**src/rtl/core/weighted_union_find_top_macros.svh**
```systemverilog
// ----------------------------------------------------------------------------
// Weighted union-find assertion macros
// Shared assertion wrappers for the disjoint-set engine; empty in synthesis.
// ----------------------------------------------------------------------------
`ifndef WEIGHTED_UNION_FIND_TOP_MACROS_SVH
`define WEIGHTED_UNION_FIND_TOP_MACROS_SVH

`ifndef SYNTHESIS

// Same-cycle implication, disabled while reset is high.
`define WUF_ASSERT_IMPL(name, clock, reset, ante, cons) \
  name: assert property (@(posedge clock) disable iff (reset) (ante) |-> (cons)) \
    else $error("weighted union-find assertion failed");

// Next-cycle implication, disabled while reset is high.
`define WUF_ASSERT_NEXT(name, clock, reset, ante, cons) \
  name: assert property (@(posedge clock) disable iff (reset) (ante) |=> (cons)) \
    else $error("weighted union-find assertion failed");

`else

`define WUF_ASSERT_IMPL(name, clock, reset, ante, cons)
`define WUF_ASSERT_NEXT(name, clock, reset, ante, cons)

`endif

`endif

```
**src/rtl/core/wuf_pkg.sv**
```systemverilog
// ----------------------------------------------------------------------------
// Weighted union-find package
// Request and result types, command codes and the microcode control word.
// ----------------------------------------------------------------------------
`default_nettype none

package wuf_pkg;

  // Command codes carried in a request.
  localparam logic CMD_UNION = 1'b0;
  localparam logic CMD_QUERY = 1'b1;

  // One request.
  typedef struct packed {
    logic       command;
    logic [7:0] elem_p;
    logic [7:0] elem_q;
  } wuf_req_t;

  // One result.
  typedef struct packed {
    logic       same_set;
    logic [7:0] result_root;
  } wuf_rsp_t;

  // Microprogram address.
  typedef logic [3:0] wuf_step_t;

  // Root walk operation of a step.
  typedef enum logic [2:0] {
    WALK_NONE,
    WALK_START_P,
    WALK_START_Q,
    WALK_FOLLOW_P,
    WALK_FOLLOW_Q
  } wuf_walk_t;

  // Which root the size table is read at.
  typedef enum logic {
    SIZE_AT_RP,
    SIZE_AT_RQ
  } wuf_size_sel_t;

  // Result produced by a step.
  typedef enum logic [1:0] {
    REP_NONE,
    REP_NORMAL,
    REP_BAD
  } wuf_rep_t;

  // Branch condition of a step: taken goes to the target, else to the next step.
  typedef enum logic [2:0] {
    COND_NEVER,
    COND_ALWAYS,
    COND_NO_START,
    COND_BAD,
    COND_NOT_ROOT,
    COND_SKIP_LINK,
    COND_CLR_MORE
  } wuf_cond_t;

  // Control word driven by the sequencer into the datapath.
  typedef struct packed {
    logic          idle;
    logic          clear;
    wuf_walk_t     walk;
    wuf_size_sel_t size_sel;
    logic          load_sp;
    logic          link;
    wuf_rep_t      rep;
    wuf_cond_t     cond;
    wuf_step_t     target;
  } wuf_ctl_t;

  // Status flags returned by the datapath for branching.
  typedef struct packed {
    logic bad;
    logic not_root;
    logic skip_link;
    logic clr_more;
  } wuf_stat_t;

endpackage

`default_nettype wire

```
**src/rtl/core/wuf_useq.sv**
```systemverilog
// ----------------------------------------------------------------------------
// Weighted union-find microsequencer
// Step counter and microprogram ROM with conditional jumps.
// ----------------------------------------------------------------------------
`default_nettype none
`include "weighted_union_find_top_macros.svh"

module wuf_useq (
  input  wire logic              clk,
  input  wire logic              rst,
  input  wire logic              start,
  input  wire wuf_pkg::wuf_stat_t stat,
  output wuf_pkg::wuf_ctl_t      ctl,
  output logic                   busy
);
  import wuf_pkg::*;

  // Microprogram addresses.
  localparam wuf_step_t S_CLEAR  = 4'd0;
  localparam wuf_step_t S_IDLE   = 4'd1;
  localparam wuf_step_t S_CHECK  = 4'd2;
  localparam wuf_step_t S_WALKP  = 4'd3;
  localparam wuf_step_t S_STARTQ = 4'd4;
  localparam wuf_step_t S_WALKQ  = 4'd5;
  localparam wuf_step_t S_SIZEP  = 4'd6;
  localparam wuf_step_t S_SIZEQ  = 4'd7;
  localparam wuf_step_t S_LINK   = 4'd8;
  localparam wuf_step_t S_REPORT = 4'd9;
  localparam wuf_step_t S_BAD    = 4'd10;

  wuf_step_t upc;
  wuf_step_t upc_next;
  logic      taken;

  // Microprogram ROM: one control word per step.
  always_comb begin
    ctl = '{idle: 1'b0, clear: 1'b0, walk: WALK_NONE, size_sel: SIZE_AT_RP,
            load_sp: 1'b0, link: 1'b0, rep: REP_NONE, cond: COND_NEVER,
            target: S_IDLE};
    case (upc)
      S_CLEAR: begin
        ctl.clear  = 1'b1;
        ctl.cond   = COND_CLR_MORE;
        ctl.target = S_CLEAR;
      end
      S_IDLE: begin
        ctl.idle   = 1'b1;
        ctl.cond   = COND_NO_START;
        ctl.target = S_IDLE;
      end
      S_CHECK: begin
        ctl.walk   = WALK_START_P;
        ctl.cond   = COND_BAD;
        ctl.target = S_BAD;
      end
      S_WALKP: begin
        ctl.walk   = WALK_FOLLOW_P;
        ctl.cond   = COND_NOT_ROOT;
        ctl.target = S_WALKP;
      end
      S_STARTQ: begin
        ctl.walk = WALK_START_Q;
      end
      S_WALKQ: begin
        ctl.walk   = WALK_FOLLOW_Q;
        ctl.cond   = COND_NOT_ROOT;
        ctl.target = S_WALKQ;
      end
      S_SIZEP: begin
        ctl.size_sel = SIZE_AT_RP;
        ctl.cond     = COND_SKIP_LINK;
        ctl.target   = S_REPORT;
      end
      S_SIZEQ: begin
        ctl.size_sel = SIZE_AT_RQ;
        ctl.load_sp  = 1'b1;
      end
      S_LINK: begin
        ctl.link = 1'b1;
      end
      S_REPORT: begin
        ctl.rep    = REP_NORMAL;
        ctl.cond   = COND_ALWAYS;
        ctl.target = S_IDLE;
      end
      S_BAD: begin
        ctl.rep    = REP_BAD;
        ctl.cond   = COND_ALWAYS;
        ctl.target = S_IDLE;
      end
      default: begin
        ctl.cond   = COND_ALWAYS;
        ctl.target = S_IDLE;
      end
    endcase
  end

  // Branch condition select.
  always_comb begin
    case (ctl.cond)
      COND_NEVER:     taken = 1'b0;
      COND_ALWAYS:    taken = 1'b1;
      COND_NO_START:  taken = !start;
      COND_BAD:       taken = stat.bad;
      COND_NOT_ROOT:  taken = stat.not_root;
      COND_SKIP_LINK: taken = stat.skip_link;
      COND_CLR_MORE:  taken = stat.clr_more;
      default:        taken = 1'b1;
    endcase
  end

  assign upc_next = taken ? ctl.target : wuf_step_t'(upc + 4'd1);
  assign busy     = !ctl.idle;

  // Step counter; reset starts the table clearing pass.
  always_ff @(posedge clk) begin
    if (rst) begin
      upc <= S_CLEAR;
    end else begin
      upc <= upc_next;
    end
  end

  // A report step always returns to idle.
  `WUF_ASSERT_NEXT(a_report_to_idle, clk, rst, ctl.rep != REP_NONE, upc == S_IDLE)
  // An accepted request always enters the range check.
  `WUF_ASSERT_NEXT(a_accept_to_check, clk, rst, ctl.idle && start, upc == S_CHECK)
  // The step counter stays inside the program.
  `WUF_ASSERT_IMPL(a_upc_in_program, clk, rst, 1'b1, upc <= S_BAD)

endmodule

`default_nettype wire

```
**config.mk**
```make
export PLATFORM = sky130hd
export DESIGN_NAME = wuf_useq
export DESIGN_NICKNAME = d
export VERILOG_FILES = /design/src/rtl/core/wuf_pkg.sv /design/src/rtl/core/wuf_useq.sv
export VERILOG_INCLUDE_DIRS = /design/src /design/src/rtl/core
export SDC_FILE = /design/constraint.sdc
export NUM_CORES = 1
export LEC_CHECK = 0
export BUFFER_PORTS_ARGS = -buffer_cell sky130_fd_sc_hd__buf_2
export CORE_AREA = 4 4 41 43
export CTS_BUF_LIST = sky130_fd_sc_hd__clkbuf_2
export DETAILED_ROUTE_END_ITERATION = 10
export DIE_AREA = 0 0 45 47
export PLACE_DENSITY = 0.77
export SETUP_SLACK_MARGIN = 0.2
export SYNTH_ARGS = -nofsm -noshare
export SYNTH_HDL_FRONTEND = slang
export SYNTH_SLANG_ARGS = --single-unit
```
**constraint.sdc**
```tcl
create_clock -name clk -period 5.1 [get_ports clk]
set_input_delay 0.51 -clock clk [delete_from_list [all_inputs] [get_ports clk]]
set_output_delay 0.51 -clock clk [all_outputs]
set_load 0.005 [all_outputs]
```
==> results of run 1 <==
-- placed cells by master, fill, tap and decap left out --
master and instances:
xnor2_1 1, a21oi_1 1, o21a_1 2, dfxtp_1 4
a2bb2oi_1 1, o31ai_2 1, ha_1 4, nor4_1 1
mux2i_1 2, buf_2 24, nor2_8 1, nor2b_1 5
or3b_2 1, nand2b_1 2, nand3_1 1, a22oi_4 1
or3_1 2, mux2_4 2, o2bb2ai_1 1, or4b_1 1
clkbuf_2 3, nor3_1 2, inv_1 4, a211oi_1 1
nor2_1 4, a21boi_0 1, and2_1 8, nand2_1 2
o21ai_0 2, xor2_1 1, and3_1 1
-- worst reg2reg max path, stage by stage (launching register included) --
cell     delay [ps]
dfxtp_1         390
inv_1            80
ha_1            270
or3_1           440
and3_1          190
o21ai_0         310
a22oi_4         170
mux2_4          320
-- worst max path at each step --
stage | from | end | slack (ps) | cells after the start
2_1_floorplan | upc[0]$_SDFF_PP0_ | upc[0]$_SDFF_PP0_ | 2980 | 7
3_3_place_gp | upc[0]$_SDFF_PP0_ | upc[2]$_SDFF_PP0_ | 2890 | 7
3_5_place_dp | upc[0]$_SDFF_PP0_ | upc[0]$_SDFF_PP0_ | 2830 | 7
4_1_cts | upc[0]$_SDFF_PP0_ | upc[0]$_SDFF_PP0_ | 2810 | 7
5_1_grt | upc[0]$_SDFF_PP0_ | upc[0]$_SDFF_PP0_ | 2710 | 7
6_report | upc[0]$_SDFF_PP0_ | upc[0]$_SDFF_PP0_ | 2810 | 7
-- power breakdown --
part           internal (mW)  switching [mW]  total [mW]
clock network         0.0158          0.0112      0.0270
registers             0.0400          0.0155      0.0555
logic                  0.136           0.134       0.270
total                  0.192           0.161       0.352
-- kinds of logic (layout without fill, tap and decap cells) --
kind of cell,count (synthesis),after routing,share of synthesized area
flip-flops,4,4,0.150
buffers and inverters,8,31,0.0864
AND/OR/NAND/NOR,31,31,0.364
AO/OA/AOI/OAI,11,11,0.180
adder cells (fa/ha/maj),4,4,0.0935
XOR/XNOR,2,2,0.0327
multiplexers,4,4,0.0935
-- stage by stage --
step | power (mW) | instance area (um2) | cells | hold WS, ps
final | 0.352 | 658 | 102 | 605
after global routing | 0.392 | 658 | 102 | 606
after CTS | 0.357 | 658 | 102 | 597
after detailed placement | 0.328 | 643 | 99 | 628
after global placement | 0.324 | 643 | 99 | 608
after floorplan | 0.252 | 536 | 64 | 581
-- layout make-up --
| class | instances | area share |
|---|---|---|
| multi-input combinational | 52 | 0.622 |
| timing repair buffer | 24 | 0.183 |
| inverter | 4 | 0.0228 |
| tap | 15 | 0.0285 |
| clock buffer | 3 | 0.0228 |
| sequential | 4 | 0.122 |
-- routing by layer --
metal  vias to the layer above  part of all wire
li1                        267                 -
met1                       212              0.47
met2                        19              0.43
met3                         0             0.092
met4                         0                 0
met5                         -                 0
==> impl_metrics.json, run 1 <==
{
  "cp-start-kind": "flop",
  "grt_pass1_wl_mm": 1.97,
  "placementRows": 13,
  "critical-path-max-stage-delay_ps": 440,
  "route.detailed.drc": 0,
  "endpoint_kind": "flop",
  "synth_seq_cells": 4,
  "synth_top_cells_by_area": "dfxtp_1 (15%), and2_1 (9.3%), ha_1 (9.3%)",
  "largest_reg_flops": 4,
  "cp_top_family": "simple AND/OR/NAND/NOR gates",
  "start_util": 0.412,
  "maxSlewHeadroom": 0.694,
  "tritoncts": "built",
  "vias": 498,
  "powerDensity_nw_per_um2": 535,
  "worstMarginPinSlew_ps": 458,
  "synth.most_common_cell": "and2_1",
  "clk_pin_slew_worst_paths_ps": 40,
  "synthesis.nets": 75,
  "hold_depth": 2,
  "postRouteAntennaNets": 0,
  "root_buffer": "clkbuf_2",
  "num_io_pins": 25,
  "wirelength_mm": 1.18,
  "top_regs": "upc (4)",
  "synth-edff-count": 0,
  "yosysSeqAreaShare": 0.150,
  "clk_latency_ps": 200,
  "status": "finished clean",
  "busiest_layer": "met2",
  "cp_data_required_time_ps": 5180,
  "final_nets": 100,
  "wl_per_cell_um": 11.6,
  "num-fill-cells": 139,
  "p_leak_nw": 0.373,
  "grt_util_met3": 0.0536,
  "antenna_found_initial": 0,
  "finalCriticalPeriod_ps": 2290,
  "hold_path_class": "in -> reg",
  "dieHeight_um": 47,
  "overflow": 0,
  "max_freq_mhz": 436,
  "syn_area_um2": 536,
  "syn2layout_area_growth_pct": 22.9,
  "h-tree-depth": 1,
  "postCtsSetupBuffers": 0,
  "rr_worst_depth": 7,
  "synth_top_area_share": 0.150,
  "arrival_ps": 2380,
  "grt_pass1_vias": 447,
  "async_reset_ff_frac": 0,
  "yosys_warnings": 0,
  "reg2reg_from": "upc[0]$_SDFF_PP0_",
  "global_route.usage.met2": 0.192,
  "drv_cap": 0,
  "clock_path_buffers": 2,
  "critPathBufInv": 1,
  "grt_max_degree": 10,
  "ys_top_cells_by_count": "and2_1 (8), nor2b_1 (5)",
  "min_from": "rst",
  "synth_cells": 64,
  "r2r_slack_ps": 2810,
  "drt_iter0_markers": 6,
  "final.period_utilization": 0.450,
  "multi_input_area_um2": 409,
  "finish.utilization": 0.506,
  "r2r-end": "upc[0]$_SDFF_PP0_",
  "drive_above_1_share": 0.379,
  "cp_max_fo": 8,
  "ir_worst_vdd_uv": 248,
  "hold_viol": 0,
  "avgSynthCellArea_um2": 8.37,
  "grt_use_total": 0.126,
  "antennaDiodeCount": 0,
  "drv_slew": 0,
  "path_cells": "inv_1 > ha_1 > or3_1 > and3_1 > o21ai_0 > a22oi_4 > mux2_4",
  "setup_tns_ps": 0,
  "rsz0062_at_grt": "false",
  "routed_via_density": 4.88,
  "largest-register": "upc",
  "synth_cell_types": 32,
  "path_class": "reg -> reg",
  "setup_viol": 0,
  "crit_slowest_cell": "or3_1",
  "worstHoldEndpoint": "upc[3]$_SDFF_PP0_",
  "setup_ws_ps": 2810,
  "first_pass_iters": 4,
  "cts_made_buffers": 3,
  "seqCellArea_um2": 80.1,
  "die_area_um2": 2120,
  "clock_sinks": 4,
  "grt_use_met1": 0.164,
  "place_hpwl_um": 943,
  "dp_slack_ps": 2830,
  "port_buffers": 24,
  "synth_flop_cell": "dfxtp_1",
  "core_area_um2": 1300,
  "cts_hold_buf": 0,
  "yosys.area.top_type": "dfxtp_1",
  "place.gp.congestion": 0.781,
  "ctsResizeCount": 0,
  "skew_ps": 1.39,
  "dieWidth_um": 45
}
Note: power is estimated with default switching activity, not from simulation.
==> inputs of run 2 (changes only) <==
Settings changed: ABC_AREA set to 1, PLACE_DENSITY 0.77 to 0.78.
Clock period 5.1 ns to 2.19 ns, I/O delays scaled along.
==> impl_metrics.json, run 2 <==
{
  "status": "finished clean",
  "finalCriticalPeriod_ps": 1870,
  "synth_seq_cells": 4,
  "top_regs": "upc (4)",
  "synthesis.nets": 99,
  "setup_tns_ps": 0,
  "final.period_utilization": 0.852,
  "grt_pass1_wl_mm": 2.19,
  "endpoint_kind": "output pin",
  "yosysSeqAreaShare": 0.145,
  "antennaDiodeCount": 0,
  "num_io_pins": 25,
  "powerDensity_nw_per_um2": 1730,
  "route.detailed.drc": 0,
  "grt_use_total": 0.141,
  "finish.utilization": 0.531,
  "synth-edff-count": 0,
  "tritoncts": "built",
  "postCtsSetupBuffers": 0,
  "final_cell_mix": "buf_2 (24), inv_1 (18), nand2_1 (18)",
  "drv_slew": 0,
  "p_leak_nw": 0.450,
  "grt_max_degree": 9,
  "placementRows": 13,
  "drt_iter0_markers": 4,
  "synth_top_area_share": 0.145,
  "grt_pass1_vias": 523,
  "dieWidth_um": 45,
  "final_nets": 126,
  "clk_pin_slew_worst_paths_ps": 40,
  "dieHeight_um": 47,
  "wl_per_cell_um": 10.3,
  "largest-register": "upc",
  "synth_flop_cell": "dfxtp_1",
  "routed_via_density": 4.61,
  "cts_hold_buf": 0,
  "cp_data_required_time_ps": 1970,
  "start_util": 0.425,
  "ys_top_cells_by_count": "inv_1 (18), nand2_1 (18), nand3_1 (10)",
  "synth_cell_types": 21,
  "cp_max_fo": 6,
  "avgSynthCellArea_um2": 6.28,
  "skew_ps": 8.14,
  "root_buffer": "clkbuf_2",
  "layout_commonest_cell": "buf_2",
  "synth_top_cells_by_area": "dfxtp_1 (14%), inv_1 (12%), nand2_1 (12%)",
  "postRouteAntennaNets": 0,
  "timing.hold.ws_ps": 182,
  "yosys_warnings": 0,
  "setup_viol": 0,
  "syn_area_um2": 553,
  "port_buffers": 24,
  "worstMarginPinSlew_ps": 357,
  "path_class": "reg -> out",
  "async_reset_ff_frac": 0,
  "wirelength_mm": 1.32,
  "rsz0062_at_grt": "false",
  "cts_made_buffers": 3,
  "drv_cap": 0,
  "cp-start-kind": "flop",
  "multi_input_area_um2": 382,
  "vias": 590,
  "seqCellArea_um2": 80.1,
  "synth_cells": 88,
  "clock_path_buffers": 2,
  "h-tree-depth": 1,
  "first_pass_iters": 4,
  "max_freq_mhz": 536,
  "ir_worst_vdd_uv": 825,
  "antenna_found_initial": 0,
  "core_area_um2": 1300,
  "clock_sinks": 4,
  "syn2layout_area_growth_pct": 24.9,
  "maxSlewHeadroom": 0.762,
  "hold_path_class": "in -> reg",
  "total_power_mw": 1.19,
  "largest_reg_flops": 4,
  "die_area_um2": 2120,
  "clk_latency_ps": 210,
  "r2r_slack_ps": 430,
  "yosys.area.top_type": "dfxtp_1",
  "hold_viol": 0,
  "drive_above_1_share": 0.372,
  "place.gp.congestion": 0.743,
  "arrival_ps": 1650,
  "num-fill-cells": 146,
  "overflow": 0,
  "place_hpwl_mm": 1.13
}
-- run 2: where the power goes --
part           switching, mW  internal [mW]  total, mW
logic                  0.595          0.385      0.980
clock network         0.0307         0.0368     0.0676
registers             0.0431          0.104      0.147
-- run 2: per-stage QoR --
stage / instance area (um2) / setup slack, ps / cells
global route: 691 / 213 / 128
finish: 691 / 324 / 128
floorplan: 553 / 584 / 88
global placement: 673 / 483 / 125
CTS: 688 / 290 / 128
detailed placement: 673 / 409 / 125
-- run 2: path summary, 6_finish.rpt --
| kind | end | startpoint | depth (start not counted) |
|---|---|---|---|
| worst min-delay path | upc[3]$_SDFF_PP0_ | rst | 2 |
| worst min register to register | upc[0]$_SDFF_PP0_ | upc[0]$_SDFF_PP0_ | 3 |
| worst max register to register | upc[0]$_SDFF_PP0_ | upc[0]$_SDFF_PP0_ | 10 |
| worst max-delay path | ctl[4] | upc[0]$_SDFF_PP0_ | 8 |
-- run 2: cell type report --
class / instances / area share
well taps: 15 / 0.0272
inverters: 20 / 0.109
multi-input cells: 62 / 0.553
flip-flops and latches: 4 / 0.116
clock buffers: 3 / 0.0217
repair buffers: 24 / 0.174
-- run 2: cell families (layout without fill, tap and decap cells) --
logic type | after synthesis | in the layout | synth area share
adder cells (fa/ha/maj) | 4 | 4 | 0.0905
AND/OR/NAND/NOR | 51 | 51 | 0.511
XOR/XNOR | 2 | 2 | 0.0317
buffers and inverters | 22 | 47 | 0.170
AO/OA/AOI/OAI | 5 | 5 | 0.0520
flip-flops | 4 | 4 | 0.145
-- run 2: metal layers --
metal / share of wire / global-route usage / wire length [um] / up-vias
met5: 0 / 0 / 0 / -
met4: 0.0084 / 0.0702 / 11 / 0
met3: 0.040 / 0.0268 / 52 / 2
met2: 0.49 / 0.203 / 638 / 14
met1: 0.47 / 0.198 / 612 / 255
li1: - / - / - / 319
-- run 2: repair_timing --
item | CTS | global route
gates resized for setup | 0 | 1
endpoints found under the hold margin | 0 | 0
endpoints found under the setup margin | 0 | 1
-- run 2: critical path: stages, from the launching register on --
cell	delay, ps
dfxtp_1	390
inv_1	80
ha_1	250
o21ai_2	240
nand2_4	100
inv_2	60
nand3_2	90
nand2_2	110
buf_2	120
